<file path="config.mk">
export PLATFORM = sky130hd
export DESIGN_NAME = breath_cycle_setpoint_sequencer
export DESIGN_NICKNAME = d
export VERILOG_FILES = /design/src/rtl/bcss_pkg.sv /design/src/rtl/bcss_cfg.sv /design/src/rtl/bcss_scale.sv /design/src/rtl/bcss_seq.sv /design/src/rtl/breath_cycle_setpoint_sequencer.sv
export VERILOG_INCLUDE_DIRS = /design/src /design/src/rtl
export SDC_FILE = /design/constraint.sdc
export NUM_CORES = 1
export LEC_CHECK = 0
export CORE_MARGIN = 2
export CORE_UTILIZATION = 50
export CTS_CLUSTER_SIZE = 25
export DETAILED_ROUTE_END_ITERATION = 8
export DONT_BUFFER_PORTS = 1
export SYNTH_ARGS = -nofsm -noshare
export SYNTH_HDL_FRONTEND = slang
export SYNTH_SLANG_ARGS = --single-unit
</file>
<file path="constraint.sdc">
create_clock -name i_clk -period 4.5 [get_ports i_clk]
set_input_delay 1.35 -clock i_clk [delete_from_list [all_inputs] [get_ports i_clk]]
set_output_delay 1.35 -clock i_clk [all_outputs]
set_load 0.01 [all_outputs]
</file>
<file path="src/rtl/breath_cycle_setpoint_sequencer_assert.svh">
// Assertion macros for the breath cycle setpoint sequencer.
// Used by the top level; depends on nothing else.
`ifndef BREATH_CYCLE_SETPOINT_SEQUENCER_ASSERT_SVH
`define BREATH_CYCLE_SETPOINT_SEQUENCER_ASSERT_SVH

// Check cons in the same cycle as ante.
`define BCSS_ASSERT_NOW(label, clk, rst_n, ante, cons) \
    label: assert property (@(posedge clk) disable iff (!rst_n) (ante) |-> (cons)) \
        else $error("bcss: same-cycle check failed");

// Check cons in the cycle after ante.
`define BCSS_ASSERT_NEXT(label, clk, rst_n, ante, cons) \
    label: assert property (@(posedge clk) disable iff (!rst_n) (ante) |=> (cons)) \
        else $error("bcss: next-cycle check failed");

`endif

</file>
<file path="src/rtl/bcss_pkg.sv">
// Types, codes and constants shared by the breath cycle setpoint sequencer.
// No dependencies.
package bcss_pkg;

    localparam int unsigned SAMPLE_W = 10;
    localparam int unsigned LEVEL_W  = 8;
    localparam int unsigned TICK_W   = 16;
    localparam int unsigned CODE_W   = 3;
    localparam int unsigned IDX_W    = 3;

    localparam logic [TICK_W-1:0] DWELL_TICKS = 16'd100;

    localparam logic [IDX_W-1:0] REG_PEEP          = 3'd0;
    localparam logic [IDX_W-1:0] REG_PEAK          = 3'd1;
    localparam logic [IDX_W-1:0] REG_PLATEAU       = 3'd2;
    localparam logic [IDX_W-1:0] REG_RISE          = 3'd3;
    localparam logic [IDX_W-1:0] REG_FALL          = 3'd4;
    localparam logic [IDX_W-1:0] REG_INSPIRE_TICKS = 3'd5;
    localparam logic [IDX_W-1:0] REG_PLATEAU_TICKS = 3'd6;
    localparam logic [IDX_W-1:0] REG_EXPIRE_TICKS  = 3'd7;

    localparam logic [CODE_W-1:0] CODE_RESET   = 3'd0;
    localparam logic [CODE_W-1:0] CODE_INSPIRE = 3'd1;
    localparam logic [CODE_W-1:0] CODE_PLATEAU = 3'd2;
    localparam logic [CODE_W-1:0] CODE_EXPIRE  = 3'd3;
    localparam logic [CODE_W-1:0] CODE_DWELL   = 3'd4;

    typedef enum logic [4:0] {
        PH_RESET   = 5'b00001,
        PH_INSPIRE = 5'b00010,
        PH_PLATEAU = 5'b00100,
        PH_EXPIRE  = 5'b01000,
        PH_DWELL   = 5'b10000
    } t_phase;

    typedef struct packed {
        logic [LEVEL_W-1:0] peep_level;
        logic [LEVEL_W-1:0] peak_level;
        logic [LEVEL_W-1:0] plateau_level;
        logic [LEVEL_W-1:0] rise_step;
        logic [LEVEL_W-1:0] fall_step;
        logic [TICK_W-1:0]  inspire_ticks;
        logic [TICK_W-1:0]  plateau_ticks;
        logic [TICK_W-1:0]  expire_ticks;
    } t_cfg;

    typedef struct packed {
        logic [LEVEL_W-1:0] setpoint;
        logic [CODE_W-1:0]  phase;
    } t_seq_out;

    function automatic logic [CODE_W-1:0] phase_code(input t_phase ph);
        logic [CODE_W-1:0] code;
        unique case (ph)
            PH_INSPIRE: code = CODE_INSPIRE;
            PH_PLATEAU: code = CODE_PLATEAU;
            PH_EXPIRE:  code = CODE_EXPIRE;
            PH_DWELL:   code = CODE_DWELL;
            default:    code = CODE_RESET;
        endcase
        return code;
    endfunction

endpackage

</file>
<file path="src/rtl/bcss_cfg.sv">
// Configuration register file of the breath cycle setpoint sequencer.
// Depends on bcss_pkg.
module bcss_cfg (
    input  logic                           i_clk,
    input  logic                           i_rst_n,
    input  logic                           i_cfg_we,
    input  logic [bcss_pkg::IDX_W-1:0]     i_cfg_idx,
    input  logic [bcss_pkg::TICK_W-1:0]    i_cfg_data,
    output bcss_pkg::t_cfg                 o_cfg
);
    import bcss_pkg::*;

    t_cfg r_cfg;

    always_ff @(posedge i_clk) begin
        if (!i_rst_n) begin
            r_cfg.peep_level    <= 8'd0;
            r_cfg.peak_level    <= 8'd255;
            r_cfg.plateau_level <= 8'd0;
            r_cfg.rise_step     <= 8'd1;
            r_cfg.fall_step     <= 8'd1;
            r_cfg.inspire_ticks <= 16'd0;
            r_cfg.plateau_ticks <= 16'd0;
            r_cfg.expire_ticks  <= 16'd0;
        end else if (i_cfg_we) begin
            unique case (i_cfg_idx)
                REG_PEEP:          r_cfg.peep_level    <= i_cfg_data[LEVEL_W-1:0];
                REG_PEAK:          r_cfg.peak_level    <= i_cfg_data[LEVEL_W-1:0];
                REG_PLATEAU:       r_cfg.plateau_level <= i_cfg_data[LEVEL_W-1:0];
                REG_RISE:          r_cfg.rise_step     <= i_cfg_data[LEVEL_W-1:0];
                REG_FALL:          r_cfg.fall_step     <= i_cfg_data[LEVEL_W-1:0];
                REG_INSPIRE_TICKS: r_cfg.inspire_ticks <= i_cfg_data;
                REG_PLATEAU_TICKS: r_cfg.plateau_ticks <= i_cfg_data;
                REG_EXPIRE_TICKS:  r_cfg.expire_ticks  <= i_cfg_data;
                default: begin
                end
            endcase
        end
    end

    assign o_cfg = r_cfg;

endmodule

</file>
<file path="src/rtl/bcss_scale.sv">
// Scales a 10-bit pressure sample to 0..255 (sample * 255 / 1023, truncated).
// Depends on bcss_pkg.
module bcss_scale (
    input  logic [bcss_pkg::SAMPLE_W-1:0] i_sample,
    output logic [bcss_pkg::LEVEL_W-1:0]  o_level
);
    import bcss_pkg::*;

    logic [17:0] w_prod;
    logic [17:0] w_acc;

    // divide by 1023 as (x + x/1024 + 1) / 1024, exact for every x here (x = sample * 255, at most 260865)
    assign w_prod  = {i_sample, 8'd0} - {8'd0, i_sample};
    assign w_acc   = w_prod + {10'd0, w_prod[17:10]} + 18'd1;
    assign o_level = w_acc[17:10];

endmodule

</file>
<file path="src/rtl/bcss_seq.sv">
// Phase sequencer: phase, tick counter and setpoint state, next result values.
// Depends on bcss_pkg.
module bcss_seq (
    input  logic                i_clk,
    input  logic                i_rst_n,
    input  logic                i_adv,
    input  bcss_pkg::t_cfg      i_cfg,
    output bcss_pkg::t_seq_out  o_next
);
    import bcss_pkg::*;

    t_phase              r_phase;
    t_phase              n_phase;
    logic [TICK_W-1:0]   r_count;
    logic [TICK_W-1:0]   n_count;
    logic [LEVEL_W-1:0]  r_setpoint;
    logic [LEVEL_W-1:0]  n_setpoint;

    logic [TICK_W-1:0]   w_inc;
    logic [TICK_W-1:0]   w_limit;
    logic                w_done;
    logic [LEVEL_W:0]    w_sum;
    logic [LEVEL_W:0]    w_diff;

    assign w_inc  = (r_count == {TICK_W{1'b1}}) ? r_count : r_count + 16'd1;
    assign w_done = w_inc > w_limit;
    assign w_sum  = {1'b0, r_setpoint} + {1'b0, i_cfg.rise_step};
    assign w_diff = {1'b0, r_setpoint} - {1'b0, i_cfg.fall_step};

    always_comb begin
        unique case (r_phase)
            PH_INSPIRE: w_limit = i_cfg.inspire_ticks;
            PH_PLATEAU: w_limit = i_cfg.plateau_ticks;
            PH_EXPIRE:  w_limit = i_cfg.expire_ticks;
            default:    w_limit = DWELL_TICKS;
        endcase
    end

    always_comb begin
        n_phase    = r_phase;
        n_count    = w_done ? '0 : w_inc;
        n_setpoint = r_setpoint;
        unique case (r_phase)
            PH_RESET: begin
                n_phase    = PH_INSPIRE;
                n_count    = '0;
                n_setpoint = i_cfg.peep_level;
            end
            PH_INSPIRE: begin
                n_setpoint = (w_sum > {1'b0, i_cfg.peak_level}) ? i_cfg.peak_level
                                                               : w_sum[LEVEL_W-1:0];
                if (w_done) n_phase = PH_PLATEAU;
            end
            PH_PLATEAU: begin
                n_setpoint = i_cfg.plateau_level;
                if (w_done) n_phase = PH_EXPIRE;
            end
            PH_EXPIRE: begin
                n_setpoint = (w_diff[LEVEL_W] || (w_diff[LEVEL_W-1:0] < i_cfg.peep_level))
                             ? i_cfg.peep_level : w_diff[LEVEL_W-1:0];
                if (w_done) n_phase = PH_DWELL;
            end
            PH_DWELL: begin
                n_setpoint = i_cfg.peep_level;
                if (w_done) n_phase = PH_RESET;
            end
            default: begin
                n_phase = PH_RESET;
                n_count = r_count;
            end
        endcase
    end

    always_ff @(posedge i_clk) begin
        if (!i_rst_n) begin
            r_phase    <= PH_RESET;
            r_count    <= '0;
            r_setpoint <= '0;
        end else if (i_adv) begin
            r_phase    <= n_phase;
            r_count    <= n_count;
            r_setpoint <= n_setpoint;
        end
    end

    assign o_next.setpoint = n_setpoint;
    assign o_next.phase    = phase_code(n_phase);

endmodule

</file>
<file path="src/rtl/breath_cycle_setpoint_sequencer.sv">
// Breath cycle setpoint sequencer, top level.
// Depends on bcss_pkg, bcss_cfg, bcss_seq, bcss_scale and the assertion header.
//
// Usage:
//   s_axis carries one control tick per item: tdata[9:0] is the raw pressure sample.
//   m_axis returns one result per tick: setpoint, phase code (0 reset, 1 inspire,
//   2 plateau, 3 expire, 4 dwell) and the sample scaled to 0..255.
//   The i_cfg_* port writes one of eight registers per cycle; write only while
//   no tick is in flight.
//   A tick is accepted into the input register, then its result is registered.
//   One tick is taken per cycle while m_axis_tready is high: the input register
//   feeds the phase update and scaling logic, which load the result register;
//   the phase/counter/setpoint state is the only loop, updated from its own value.
//   When m_axis_tready is low the result holds and one more tick can wait in the
//   input register; s_axis_tready drops only when both are full.
//   Synchronous active-low reset empties both registers, returns the sequencer
//   to the reset phase with counter and setpoint at zero, and restores register
//   defaults (peak 255, rise and fall steps 1, all else 0).
module breath_cycle_setpoint_sequencer (
    input  logic        i_clk,
    input  logic        i_rst_n,
    input  logic        s_axis_tvalid,
    output logic        s_axis_tready,
    input  logic [15:0] s_axis_tdata,  // [9:0] pressure_sample, [15:10] zero
    output logic        m_axis_tvalid,
    input  logic        m_axis_tready,
    output logic [23:0] m_axis_tdata,  // [7:0] setpoint, [10:8] phase,
                                       // [18:11] measured_level, [23:19] zero
    input  logic        i_cfg_we,
    input  logic [2:0]  i_cfg_idx,
    input  logic [15:0] i_cfg_data
);
    import bcss_pkg::*;

    `include "breath_cycle_setpoint_sequencer_assert.svh"

    t_cfg                w_cfg;
    t_seq_out            w_next;
    logic [LEVEL_W-1:0]  w_level;
    logic                w_adv;

    logic                r_in_valid;
    logic [SAMPLE_W-1:0] r_in_sample;
    logic                r_out_valid;
    logic [LEVEL_W-1:0]  r_out_setpoint;
    logic [CODE_W-1:0]   r_out_phase;
    logic [LEVEL_W-1:0]  r_out_level;

    assign w_adv         = !r_out_valid || m_axis_tready;
    assign s_axis_tready = !r_in_valid || w_adv;

    bcss_cfg u_cfg (
        .i_clk      (i_clk),
        .i_rst_n    (i_rst_n),
        .i_cfg_we   (i_cfg_we),
        .i_cfg_idx  (i_cfg_idx),
        .i_cfg_data (i_cfg_data),
        .o_cfg      (w_cfg)
    );

    bcss_seq u_seq (
        .i_clk   (i_clk),
        .i_rst_n (i_rst_n),
        .i_adv   (w_adv && r_in_valid),
        .i_cfg   (w_cfg),
        .o_next  (w_next)
    );

    bcss_scale u_scale (
        .i_sample (r_in_sample),
        .o_level  (w_level)
    );

    always_ff @(posedge i_clk) begin
        if (!i_rst_n) begin
            r_in_valid  <= 1'b0;
            r_out_valid <= 1'b0;
        end else begin
            if (s_axis_tready) r_in_valid <= s_axis_tvalid;
            if (w_adv) r_out_valid <= r_in_valid;
        end
    end

    always_ff @(posedge i_clk) begin
        if (s_axis_tvalid && s_axis_tready) r_in_sample <= s_axis_tdata[SAMPLE_W-1:0];
        if (w_adv && r_in_valid) begin
            r_out_setpoint <= w_next.setpoint;
            r_out_phase    <= w_next.phase;
            r_out_level    <= w_level;
        end
    end

    assign m_axis_tvalid = r_out_valid;
    assign m_axis_tdata  = {5'd0, r_out_level, r_out_phase, r_out_setpoint};

    `BCSS_ASSERT_NOW(a_stall_full, i_clk, i_rst_n, !s_axis_tready, r_in_valid && r_out_valid)
    `BCSS_ASSERT_NEXT(a_in_hold, i_clk, i_rst_n, r_in_valid && !w_adv,
                      r_in_valid && $stable(r_in_sample))
    `BCSS_ASSERT_NOW(a_reset_peep, i_clk, i_rst_n, r_out_valid && r_out_phase == CODE_RESET,
                     r_out_setpoint == w_cfg.peep_level)

endmodule
</file>
=== Yosys cells after proc, flatten, opt, wreduce, memory -nomap -nowiden ===
Index checks and enable logic that the tools add are counted.

* Flip-flop bits (word level): 148
* Latch bits: 0
* Memory bits (writable): 0
* ROM bits: 0
* Input bits: 40
* Output and inout port bits: 26
* Logic and storage cells: 76
* Memories: 0

* Add/subtract/negate cells: 6
* Multipliers: 0
* Divide/modulo/power cells: 0
* Order comparisons: 3
* Eq/ne operators: 17
* Shifts and indexed selects: 0
* Muxes and demuxes: 13
* Bitwise logic cells: 0
* Reductions and logical operators: 20

{| class="wikitable"
|+ Operators with widths
! cell !! number
|-
| one-hot mux 16 bit (3 select lines) || 1
|-
| two-way mux 16 bit || 2
|-
| one-hot mux 16 bit (2 select lines) || 1
|-
| one-hot mux 8 bit (4 select lines) || 1
|-
| one-hot mux 5 bit (5 select lines) || 1
|-
| two-way mux 5 bit || 4
|-
| adder 18 x 1 -> 18 bit (second input constant) || 1
|-
| adder 18 x 8 -> 18 bit || 1
|-
| AND reduction 2 bit || 9
|-
| subtractor 18 x 10 -> 18 bit || 1
|-
| adder 16 x 1 -> 16 bit (second input constant) || 1
|-
| equality test 16 bit (second input constant) || 1
|-
| greater-than comparator 16 bit || 1
|-
| two-way mux 8 bit || 2
|-
| equality test 3 bit (second input constant) || 4
|-
| one-hot mux 3 bit (4 select lines) || 1
|-
| equality test 5 x 2 -> 1 bit (second input constant) || 2
|-
| equality test 5 x 3 -> 1 bit (second input constant) || 2
|-
| equality test 5 x 4 -> 1 bit (second input constant) || 2
|-
| equality test 5 bit (second input constant) || 2
|-
| adder 8 x 8 -> 9 bit || 1
|-
| greater-than comparator 9 x 8 -> 1 bit || 1
|-
| subtractor 8 x 8 -> 9 bit || 1
|-
| less-than comparator 8 bit || 1
|-
| other kinds (10) || 15
|}

=== Depth between registers and ports, before layout ===
Gate-level depths: netlist (run 1).

* Depth after elaboration: 7
* Mapped depth: 17
* Mapped depth without buffers: 16

=== Hierarchy ===
Synthesis (run 1) repeated with hierarchy kept, for this count alone.

* Cells, all modules: 955
* Area, all modules: 9039.9 um2

{| class="wikitable"
|+ Modules (own cells, without submodules)
! module !! instances !! cells each !! area each (um2) !! seq. area each (um2)
|-
| bcss_seq || 1 || 481 || 3906.2 || 580.6
|-
| bcss_cfg || 1 || 318 || 3300.7 || 1761.7
|-
| breath_cycle_setpoint_sequencer || 1 || 44 || 1016.0 || 910.9
|-
| bcss_scale || 1 || 112 || 817.0 || 0.0
|}

=== Least setup slack after synthesis (run 1) ===
Ideal clock, no wire load.

* Path type: reg-to-reg
* From: reg r_in_sample[1]
* To: reg r_out_level[6] (data pin)
* Setup time: 0.270 ns
* Arrival: 3.848 ns
* Data required time: 4.230 ns
* Setup slack: 0.382 ns
* Cell stages (with the launch flop): 16
* Buffers on the path: 2
* Period minus slack after synthesis: 4.118 ns
* Cells stage by stage: edfxtp_1 > ha_1 > clkbuf_1 > a21o_1 > nor3_2 > nand3_1 > xor2_1 > inv_1 > ha_1 > a21o_1 > a2111oi_0 > a2111oi_4 > and2b_1 > buf_4 > nor3b_2 > xnor2_1

* Word-level cells in the longest chain between the ends: 3

{| class="wikitable"
|+ RTL lines
! what !! RTL line !! source
|-
| from (decl) || breath_cycle_setpoint_sequencer.sv:43 || <nowiki>logic [SAMPLE_W-1:0] r_in_sample;</nowiki>
|-
| from (signal assigned) || breath_cycle_setpoint_sequencer.sv:85 || <nowiki>if (s_axis_tvalid && s_axis_tready) r_in_sample <= s_axis_tdata[SAMPLE_W-1:0];</nowiki>
|-
| subtractor 18 x 10 -> 18 bit || bcss_scale.sv:13 || <nowiki>assign w_prod = {i_sample, 8'd0} - {8'd0, i_sample};</nowiki>
|-
| adder 18 x 8 -> 18 bit || bcss_scale.sv:14 || <nowiki>assign w_acc = w_prod + {10'd0, w_prod[17:10]} + 18'd1;</nowiki>
|-
| adder 18 x 1 -> 18 bit || bcss_scale.sv:14 ||
|-
| via u_scale.o_level, one bit || bcss_scale.sv:5 || <nowiki>output logic [bcss_pkg::LEVEL_W-1:0] o_level</nowiki>
|-
| to (signal assigned) || breath_cycle_setpoint_sequencer.sv:89 || <nowiki>r_out_level <= w_level;</nowiki>
|-
| to (decl) || breath_cycle_setpoint_sequencer.sv:47 || <nowiki>logic [LEVEL_W-1:0] r_out_level;</nowiki>
|}

The timed path passes the listed nets, and every way through them passes these cells.
A chain may end at the register's enable or synchronous reset.

=== Final worst setup path (run 1) ===
* From: reg u_seq.r_setpoint[0]
* To: reg r_out_setpoint[2] (data pin)

* Word-level cells in the longest chain between the ends: 5
* Elaborated cells between the ends (all ways): 8
* Those cells by class: add/sub: 2; order compare: 2; mux: 3; reduce/logical: 1

{| class="wikitable"
|+ RTL lines
! what !! RTL line !! source
|-
| from (decl) || bcss_seq.sv:16 || <nowiki>logic [LEVEL_W-1:0] r_setpoint;</nowiki>
|-
| from (signal assigned) || bcss_seq.sv:82 || <nowiki>r_setpoint <= n_setpoint;</nowiki>
|-
| subtractor 8 x 8 -> 9 bit || bcss_seq.sv:28 || <nowiki>assign w_diff = {1'b0, r_setpoint} - {1'b0, i_cfg.fall_step};</nowiki>
|-
| less-than comparator 8 bit || bcss_seq.sv:59 || <nowiki>n_setpoint = (w_diff[LEVEL_W] || (w_diff[LEVEL_W-1:0] < i_cfg.peep_level))</nowiki>
|-
| logical OR 1 bit || bcss_seq.sv:59 ||
|-
| two-way mux 8 bit || bcss_seq.sv:60 || <nowiki>? i_cfg.peep_level : w_diff[LEVEL_W-1:0];</nowiki>
|-
| one-hot mux 8 bit (4 select lines) * || bcss_seq.sv:43 || <nowiki>unique case (r_phase)</nowiki>
|-
| via u_seq.n_setpoint[2] || bcss_seq.sv:17 || <nowiki>logic [LEVEL_W-1:0] n_setpoint;</nowiki>
|-
| to (signal assigned) || breath_cycle_setpoint_sequencer.sv:87 || <nowiki>r_out_setpoint <= w_next.setpoint;</nowiki>
|-
| to (decl) || breath_cycle_setpoint_sequencer.sv:45 || <nowiki>logic [LEVEL_W-1:0] r_out_setpoint;</nowiki>
|}

Mark *: on every way through the listed nets, which the timed path passes. The rest lies on a longest branch.

==> metrics.txt, run 1 <==
crit path DAT 4.36 ns; Routed Antenna Nets 0; Mapped Cells 1030; Final setup viols 0; number of synthesized flops with an enable pin 29; CTS tree done; area of the die 18360 um^2; layout cells sized above 1 0.06954; Yosys warning count 0; post-synth top area share 0.2755; top_reg_cell synth dfxtp_1; worst path cell trace ha_1 > fa_1 > a211oi_1 > o21bai_1 > a21oi_1 > xnor2_1 > ha_1 > nand4_1 > a21oi_1 > nor4_1 > o31ai_2 > buf_4 > mux2_2 > a221oi_1 > a31oi_1; core area 17120 um^2; Crit Reg-Reg Endpoint r_out_setpoint[2]; antenna violations before repair 0; Netlist cell types 75; DRT iter0 DRCs 517; Max Fanout on Critical Path 6; slew margin rel. 0.4001; final worst setup slack 0.2866 ns; Setup WS pre-CTS 0.2982 ns; GRT Total Usage 0.2364; Critical-path top delay cell fa_1; Cell Area, Synth 8648 um^2; TritonCTS buffer count 17; GPL Wtd Cong 0.8584; flop2flop setup slack 0.29 ns; Sum Neg Setup Slack 0 ns; GRT overflow 0; drt total wl 21070 um; Fmax 237.3 MHz; fin crit period 4.213 ns; Worst Reg-to-Reg Cells 15; number of fill cells 1594; post-DP HPWL 15040 um; first-pass GRT wire length 33880 um; FF+latch count, synth 148; leakage power 3.565 nW; Ports 66; die width 135.5 um; Clock Pin Slew Worst Setup and Hold Paths 0.06 ns; # rows 48; syn avg cell area 8.396 um^2; Final Max Slew Viols 0; crit-path leading delay family compound AO/OA/AOI/OAI gates; final-report hold violation count 0; Routed wire per std cell 16.91 um; Worst EP required 4.65 ns; Min-Delay Path Depth 2; area growth from synthesis to layout 9.332%; Worst setup SP type flop; Synth area leader dfxtp_1; H-tree Lvls 4; pwr/cell area 348.6 nW/um^2; Initial Utilization 0.5053; CTS sink cnt 148; unrepaired setup endpoints after global routing no; Nets 1109; clk_lat worst skew 0.42 ns; root buf cell clkbuf_16; PnR Total Power 0.003296 W; Worst-Margin Slew 0.8971 ns; crit path buf inv count 1; crit end category flop; detailed-route via count 7035; status complete, no violations; Crit path largest cell delay 0.43 ns; fin crit share 0.9363; PortBufs 0; DRC Markers 0; hold buffers post-CTS 0; Hold WC Path Type reg -> reg; Area contributors post-synth dfxtp_1 28%, edfxtp_1 10%, nand2_1 9.7%; # diodes 0; commonest non-fill, non-tap cell in the layout nand2_1; VDD IR max 0.0003333 V; Async SR Flop Fraction 0; clk_skew 0.01349 ns; Setup Buffers After CTS 0; Die Span Y 135.5 um; Vias per Instance 5.646; largest net degree at the start of global routing 110; number of global-route vias before repair 6422; R2R Path Start u_seq.r_setpoint[0]; Max-Cap Viols 0; Hold Crit Start u_cfg.o_cfg[49]; Clock Tree Buf Depth 2; hold path endpoint u_cfg.o_cfg[49]; sequential share of the synthesized area 0.3762; WS Path Type reg -> reg; Resize count post-CTS 0; Initial DRT Pass Iterations 8; commonest cells after routing, fill and taps aside 224 x nand2_1, 119 x dfxtp_1, 79 x a21boi_0, 58 x ha_1, 46 x nor2_1
[power breakdown]
group	total [W]	internal, W	switching, W
Combinational	0.000361	0.000154	0.000207
Sequential	0.00144	0.00140	0.0000428
Clock	0.00149	0.000909	0.000584
[worst max path at each step]
stage | slack (ns) | to | depth (start not counted) | from
final | 0.29 | r_out_setpoint[2] | 15 | u_seq.r_setpoint[0]
after global routing | 0.001 | r_out_level[6] | 15 | r_in_sample[1]
after CTS | 0.29 | r_out_setpoint[2] | 15 | u_seq.r_setpoint[0]
after detailed placement | 0.30 | r_out_setpoint[2] | 15 | u_seq.r_setpoint[0]
after global placement | 0.37 | r_out_setpoint[2] | 15 | u_seq.r_setpoint[0]
after floorplan | 0.38 | r_out_level[6] | 15 | r_in_sample[1]
[cell usage after synthesis, types with 3 or more instances]
library cell    n
a21oi_1        25
a32oi_1         5
o211ai_1       16
o21bai_1        4
buf_2           5
a222oi_1       17
o21ai_1         4
o21a_1         11
clkbuf_2        3
nand2b_1       13
a31oi_1        19
or3_1           3
a221oi_1        4
a22o_1          8
and2_1          9
nand2_1       224
o22ai_1         4
nor3_1         14
nor2_1         47
nand4_1        10
buf_1           6
mux2i_1         7
nand3_1        33
ha_1           58
a21boi_0       79
clkbuf_1       44
mux2_2          7
o21ai_0        32
dfxtp_1       119
buf_4           6
xor2_1         13
inv_1          45
nor2b_1        13
a21o_1         11
and3_1          7
nor4_1          7
xnor2_1        19
a211oi_1        7
edfxtp_1       29
[flip-flops by register name, summed over array words and instances, names as in the netlist]
name / flops
u_seq.r_phase: 5
r_out_level: 8
r_in_sample: 10
m_axis_tvalid: 1
r_out_setpoint: 8
r_out_phase: 3
r_in_valid: 1
u_cfg.o_cfg: 88
u_seq.r_setpoint: 8
u_seq.r_count: 16
[worst register-to-register path, delay by kind of cell, from the launching register on]
kind / cells / cell delay [ns]
simple gates: 2 / 0.18
buf+inv: 1 / 0.24
compound gates: 7 / 1.71
fa+ha+maj: 3 / 0.98
flops: 1 / 0.36
xor+xnor: 1 / 0.12
mux: 1 / 0.36
[metal layers]
metal  up-vias  routed length (um)  track usage
met5         -                   0            0
met4         0                 194      0.05035
met3        13                 969      0.04340
met2       151                9194       0.3542
met1      3264               10710       0.3547
li1       3607                   -            -
[cell families (layout without fill, tap and decap cells)]
kind of cell,count (synthesis),count (layout),share of synthesized area
adders and majority gates,60,60,0.08854
DFF,148,148,0.3762
buffers and inverters,110,97,0.05150
and+or+nand+nor,397,397,0.2089
muxes,14,14,0.01722
xor gates and xnor gates,32,32,0.03241
other,1,5,0.0004336
AOI/OAI and AO/OA,268,268,0.2248
[area by class of cell]
class                      count  area [um^2]  area share
multi-input combinational    776         4974      0.5260
inverter                      46        172.7     0.01826
tap                          225        281.5     0.02977
sequential                   148         3253      0.3441
clock buffer                  21        493.0     0.05214
clock inverter                10        131.4     0.01389
timing repair buffer          20        150.1     0.01588
[metrics by stage]
stage	cells	area (um^2)	util	hold slack, ns
2_1_floorplan	1034	8663	-	0.4428
3_3_place_gp	1215	8831	0.5159	0.4494
3_5_place_dp	1215	8831	0.5159	0.4571
4_1_cts	1246	9455	0.5524	0.4656
5_1_grt	1246	9455	0.5524	0.4801
6_report	1246	9455	0.5524	0.4610
Power figures use the tool's default switching activity.
==> inputs of run 2 (changes only) <==
clock period = 4.4 ns   (was 4.5 ns; I/O delays follow)
==> run 2 against run 1 <==
  * Power up 1.6%
  * Combinational power rose by 4%
  * Clock power hardly changed
  * Die area did not move
  * First-iteration DRC count grew 12%
  * Sequential power is essentially flat
  * Cell count increased by 0.56%
  * Flip-flop and latch count is the same
  * Largest cell class unchanged
  * Clock skew rose by 0.0018 ns
  * Worst setup slack got worse by 0.031 ns
  * Hold slack improved by 0.0045 ns
==> metrics.txt, run 2 (synthesis gave the netlist of run 1 again) <==
switch share 0.2811 (+0.02837); # diodes 0 (unchanged); pwr/cell area 352.5 nW/um^2 (+1.1%); drt total wl 21770 um (+3.3%); fin crit period 4.145 ns (-0.06888 ns); GPL Wtd Cong 0.8808 (+2.6%); design area 9500 um^2 (+0.48%); Min Hold Slack 0.4655 ns (+0.004472 ns); H-tree Lvls 4 (unchanged); crit end category flop; register share of total power 0.440 (+0.002); Worst-Margin Slew 1.104 ns (+0.2069 ns); Logic pwr share 0.112 (+0.003); number of global-route vias before repair 6451 (+0.45%); Nets 1115 (+0.54%); CTS sink cnt 148 (unchanged); DRT iter0 DRCs 581 (+12%); GRT overflow 0 (unchanged); post-DP HPWL 15250 um (+1.4%); root buf cell clkbuf_16; post-layout util 0.5550 (+0.002632); Die Span Y 135.5 um (unchanged); Max-Cap Viols 0 (unchanged); Critical-path top delay cell a221oi_1; core area 17120 um^2 (unchanged); antenna violations before repair 0 (unchanged); unrepaired setup endpoints after global routing no; detailed-route via count 7199 (+2.3%); CP Depth 14 (-1); number of fill cells 1615 (+1.3%); PortBufs 0 (unchanged); Worst setup SP type flop; fin crit share 0.9419 (+0.005625); die width 135.5 um (unchanged); Internal Power 0.002407 W (-2.3%); largest net degree at the start of global routing 110 (unchanged); commonest cells after routing, fill and taps aside 224 x nand2_1, 119 x dfxtp_1, 79 x a21boi_0, 58 x ha_1, 46 x nor2_1; layout cells sized above 1 0.07685 (+0.007309); # rows 48 (unchanged); Hold WC Path Type reg -> reg; Clock Tree Buf Depth 2 (unchanged); WS Path Type reg -> reg; clk_skew 0.01531 ns (+0.001813 ns); Initial DRT Pass Iterations 6 (-2); area growth from synthesis to layout 9.852%; Sum Neg Setup Slack 0 ns (unchanged); max reg flops 88 (unchanged); crit path buf inv count 0 (-1); final-report hold violation count 0 (unchanged); leakage power 3.600 nW (+1.0%); M2 GR Usage 0.3660 (+0.01184); Initial Utilization 0.5053 (unchanged); CP endpoint r_out_setpoint[2]; worst path cell trace ha_1 > fa_1 > a211oi_1 > o21bai_1 > a21oi_1 > xnor2_1 > ha_1 > nand4_1 > a21oi_1 > nor4_1 > o31ai_2 > mux2_2 > a221oi_1 > a31oi_1; GRT Total Usage 0.2433 (+0.006915); Fmax 241.3 MHz (+1.7%); status complete, no violations; commonest non-fill, non-tap cell in the layout nand2_1; Final Max Slew Viols 0 (unchanged); DRC Markers 0 (unchanged); Vias per Instance 5.745 (+1.8%); Worst Reg-to-Reg Cells 14 (-1); met3 usage 0.04602 (+0.002619); CTS tree done; TritonCTS buffer count 17 (unchanged); crit-path leading delay family compound AO/OA/AOI/OAI gates; Setup Buffers After CTS 0 (unchanged); Clock Pin Slew Worst Setup and Hold Paths 0.07 ns (about the same); net switching power 0.0009415 W (+13%); Max Fanout on Critical Path 5 (-1); flop2flop setup slack 0.26 ns (-0.03 ns); clk_lat worst skew 0.43 ns (about the same); met1 Track Usage GR 0.3654 (+0.01076); Critical Path Source u_seq.r_setpoint[0]; area of the die 18360 um^2 (unchanged); Cell Area, Placed 8889 um^2 (+0.65%); PnR Total Power 0.003349 W (+1.6%); Crit Reg-Reg Endpoint r_out_setpoint[2]; Ports 66 (unchanged); first-pass GRT wire length 34730 um (+2.5%); Routed wire per std cell 17.37 um (+2.7%); grt peak-use layer met2; Clk pwr share 0.448 (-0.005); Routed Antenna Nets 0 (unchanged); R2R Path Start u_seq.r_setpoint[0]; VDD IR max 0.0002796 V (-16%); Final setup viols 0 (unchanged); crit path DAT 4.27 ns (-0.09 ns); Worst EP required 4.52 ns (-0.13 ns); Crit path largest cell delay 0.49 ns (+0.06 ns); slew margin rel. 0.2607 (-0.1394)
run 2: power groups by stage:
stage          Clock [W]  Sequential [W]  Combinational (W)
4_1_cts          0.00153         0.00147           0.000372
3_3_place_gp           0         0.00150           0.000366
5_1_grt          0.00157         0.00148           0.000425
2_1_floorplan          0         0.00149           0.000316
6_report         0.00150         0.00147           0.000375
3_5_place_dp           0         0.00151           0.000369
run 2: metrics by stage:
stage | instances | setup WS, ns
floorplan | 1034 | 0.2821
global placement | 1221 | 0.2913
detailed placement | 1221 | 0.2836
CTS | 1253 | 0.2159
global route | 1253 | 0.04661
finish | 1253 | 0.2554
run 2: final cells by class:
cell class                 count  area [um^2]  share of cell area
clock inverter                15        180.2             0.01896
inverter                      46        172.7             0.01817
sequential                   148         3253              0.3424
multi-input combinational    776         4980              0.5242
tap                          225        281.5             0.02963
timing repair buffer          26        207.7             0.02186
clock buffer                  17        425.4             0.04478
run 2: worst min path at each step:
stage,start,end,slack [ns],cells past startpoint
finish,u_cfg.o_cfg[38],u_cfg.o_cfg[38],0.47,2
global route,u_cfg.o_cfg[17],u_cfg.o_cfg[17],0.48,2
CTS,u_cfg.o_cfg[29],u_cfg.o_cfg[29],0.47,2
detailed placement,u_cfg.o_cfg[29],u_cfg.o_cfg[29],0.46,2
global placement,u_cfg.o_cfg[37],u_cfg.o_cfg[37],0.45,2
floorplan,u_cfg.o_cfg[70],u_cfg.o_cfg[70],0.44,2
run 2: what timing repair did:
action	in CTS	in global routing
setup endpoints to repair	0	3
hold buffers	0	0
gates resized for setup	0	1
run 2: layer usage:
layer / vias up / routed length, um / part of all wire
li1: 3631 / - / -
met2: 178 / 9601 / 0.44
met5: - / 0 / 0
met4: 0 / 124 / 0.0057
met3: 14 / 1048 / 0.048
met1: 3376 / 10990 / 0.51
run 2: worst reg2reg max path: cells and delay by family, from the launching register on:
kind | cells | cell delay [ns]
and+or+nand+nor | 2 | 0.20
muxes | 1 | 0.40
DFF | 1 | 0.36
AOI/OAI and AO/OA | 7 | 1.78
xor gates and xnor gates | 1 | 0.12
adders and majority gates | 3 | 0.99
==> inputs of run 3 (changes only) <==
--- a/config.mk
+++ b/config.mk
@@ -13,2 +13,3 @@
 export DONT_BUFFER_PORTS = 1
+export GPL_TIMING_DRIVEN = 0
 export SYNTH_ARGS = -nofsm -noshare
--- a/constraint.sdc
+++ b/constraint.sdc
@@ -3,2 +3,2 @@
 set_output_delay 1.32 -clock i_clk [all_outputs]
-set_load 0.01 [all_outputs]
+set_load 0.02 [all_outputs]
==> run 3 against run 2 <==
  * Sequential share of layout area shrank 0.53 points
  * Count of clock-buffer cells in the layout grew 2
  * Via count grew 4.1%
  * Clock power is essentially flat
  * Core utilization grew 0.88 points
  * Maximum frequency shrank 2.4%
  * Register-to-register slack lost 0.10 ns
  * Flip-flop and latch count is the same
  * Critical path depth grew 1
  * Hold slack lost 0.0012 ns
  * Die area is the same
  * Worst setup slack lost 0.10 ns
==> metrics.txt, run 3 (synthesis gave the netlist of run 1 again) <==
status complete, no violations; Ports 66 (unchanged); # rows 48 (unchanged); CTS tree done; first-pass GRT wire length 36890 um (+6.2%); R2R Path Start u_seq.r_setpoint[0]; Critical Path Source u_seq.r_setpoint[0]; DRC Markers 0 (unchanged); clk_lat worst skew 0.43 ns (about the same); Clk pwr share 0.440 (-0.008); Routed Antenna Nets 0 (unchanged); Final Max Slew Viols 0 (unchanged); area of the die 18360 um^2 (unchanged); Clock Tree Buf Depth 2 (unchanged); Worst-Margin Slew 0.9114 ns (-0.1927 ns); leakage power 3.667 nW (+1.8%); die width 135.5 um (unchanged); Worst EP required 4.54 ns (+0.02 ns); Internal Power 0.002442 W (+1.4%); CTS sink cnt 148 (unchanged); Initial Utilization 0.5053 (unchanged); commonest non-fill, non-tap cell in the layout nand2_1; VDD IR max 0.0002804 V (+0.30%); max reg flops 88 (unchanged); Clock Pin Slew Worst Setup and Hold Paths 0.07 ns (about the same); Hold WC Path Type reg -> reg; commonest cells after routing, fill and taps aside 224 x nand2_1, 119 x dfxtp_1, 79 x a21boi_0, 58 x ha_1; Fmax 235.4 MHz (-2.4%); Worst Reg-to-Reg Cells 15 (+1); root buf cell clkbuf_16; flop2flop setup slack 0.15 ns (-0.10 ns); fin crit period 4.248 ns (+0.1034 ns); drt total wl 23490 um (+7.9%); Routed wire per std cell 18.18 um (+4.6%); slew margin rel. 0.3887 (+0.1279); Post-Layout Cell Count 1292 (+3.1%); Initial DRT Pass Iterations 7 (+1); detailed-route via count 7496 (+4.1%); pwr/cell area 351.8 nW/um^2 (-0.20%); DRT iter0 DRCs 694 (+19%); GRT overflow 0 (unchanged); crit path DAT 4.39 ns (+0.12 ns); switch share 0.2807 (-0.0004698); crit end category flop; CP endpoint r_out_setpoint[2]; Vias per Instance 5.802 (+0.98%); layout cells sized above 1 0.08154 (+0.004689); Logic pwr share 0.124 (+0.012); number of global-route vias before repair 6743 (+4.5%); GRT Total Usage 0.2604 (+0.01711); largest net degree at the start of global routing 27 (-75%); Min-Delay Path Depth 2 (unchanged); PortBufs 0 (unchanged); # diodes 0 (unchanged); Nets 1154 (+3.5%); area growth from synthesis to layout 11.59%; PnR Total Power 0.003395 W (+1.4%); core area 17120 um^2 (unchanged); TritonCTS buffer count 17 (unchanged); fin crit share 0.9654 (+0.02349); post-DP HPWL 16820 um (+10%); clk_skew 0.01021 ns (-0.005099 ns); Die Span Y 135.5 um (unchanged); GPL Wtd Cong 0.8879 (+0.81%); net switching power 0.0009528 W (+1.2%); register share of total power 0.437 (-0.003); placed cell count 1259 (+3.1%); Max-Cap Viols 0 (unchanged); final-report hold violation count 0 (unchanged); H-tree Lvls 4 (unchanged); Max Fanout on Critical Path 7 (+2); antenna violations before repair 0 (unchanged); Crit Reg-Reg Endpoint r_out_setpoint[2]; Final setup viols 0 (unchanged); Worst setup SP type flop; WS Path Type reg -> reg
==> run 3: changes by cell type in the layout (fill, tap and decap cells not counted), sizes merged <==
cell	change
clkinv	+1
clkbuf	+44
inv	-4
clkinvlp	+1
buf	-3
==> run 3: worst min path at each step <==
stage                                from              end  slack (ns)
after floorplan           u_cfg.o_cfg[70]  u_cfg.o_cfg[70]        0.44
after global placement    u_cfg.o_cfg[51]  u_cfg.o_cfg[51]        0.45
after detailed placement   u_cfg.o_cfg[2]   u_cfg.o_cfg[2]        0.46
after CTS                  u_cfg.o_cfg[2]   u_cfg.o_cfg[2]        0.47
after global routing      u_cfg.o_cfg[29]  u_cfg.o_cfg[29]        0.48
final                     u_cfg.o_cfg[25]  u_cfg.o_cfg[25]        0.46
==> run 3: stage by stage <==
stage | utilization | hold slack, ns | worst slack (ns) | TNS (ns) | cell area [um^2]
after CTS | 0.5600 | 0.4665 | 0.008778 | 0 | 9585
final | 0.5638 | 0.4643 | 0.1521 | 0 | 9651
after global routing | 0.5638 | 0.4789 | -0.01039 | -0.01039 | 9651
after floorplan | - | 0.4428 | 0.2821 | 0 | 8663
after global placement | 0.5226 | 0.4509 | -0.4765 | -9.298 | 8945
after detailed placement | 0.5226 | 0.4576 | -0.5260 | -9.872 | 8945
==> run 3: timing repair <==
action                                  CTS  global route
gates cloned                              0             0
endpoints found under the setup margin   34            31
pin swaps                                 0             3
setup buffers                             0             5
hold buffers                              0             0
gates resized for setup                  12            12
==> run 3: per-layer routing <==
layer	wire length, um	GRT usage
met5	0	0
met4	308	0.06424
met3	1348	0.05238
met2	10130	0.3880
met1	11700	0.3863
==> run 3: cell type report <==
class                      instances  area, um^2
clock buffer                      19       464.2
inverter                          46       172.7
timing repair buffer               5       37.54
tap                              225       281.5
clock inverter                    13       137.6
sequential                       148        3253
fill                            1610        7466
buffer                            60       266.5
multi-input combinational        776        5037
==> run 3: critical path, stage by stage, from the launching register on <==
cell	delay [ns]
dfxtp_1	0.37
ha_1	0.25
fa_1	0.44
a211oi_1	0.30
o21bai_1	0.13
a21oi_1	0.20
xnor2_1	0.12
ha_1	0.30
nand4_1	0.13
a21oi_1	0.21
nor4_2	0.09
o31ai_4	0.23
buf_4	0.19
mux2_2	0.36
a221oi_1	0.45
a31oi_1	0.18
==> run 3: power by group through the flow <==
stage | Clock, W | Combinational [W] | Sequential, W
after CTS | 0.00151 | 0.000416 | 0.00148
after floorplan | 0 | 0.000318 | 0.00150
final | 0.00149 | 0.000420 | 0.00148
after global routing | 0.00157 | 0.000471 | 0.00149
after global placement | 0 | 0.000412 | 0.00151
after detailed placement | 0 | 0.000412 | 0.00151
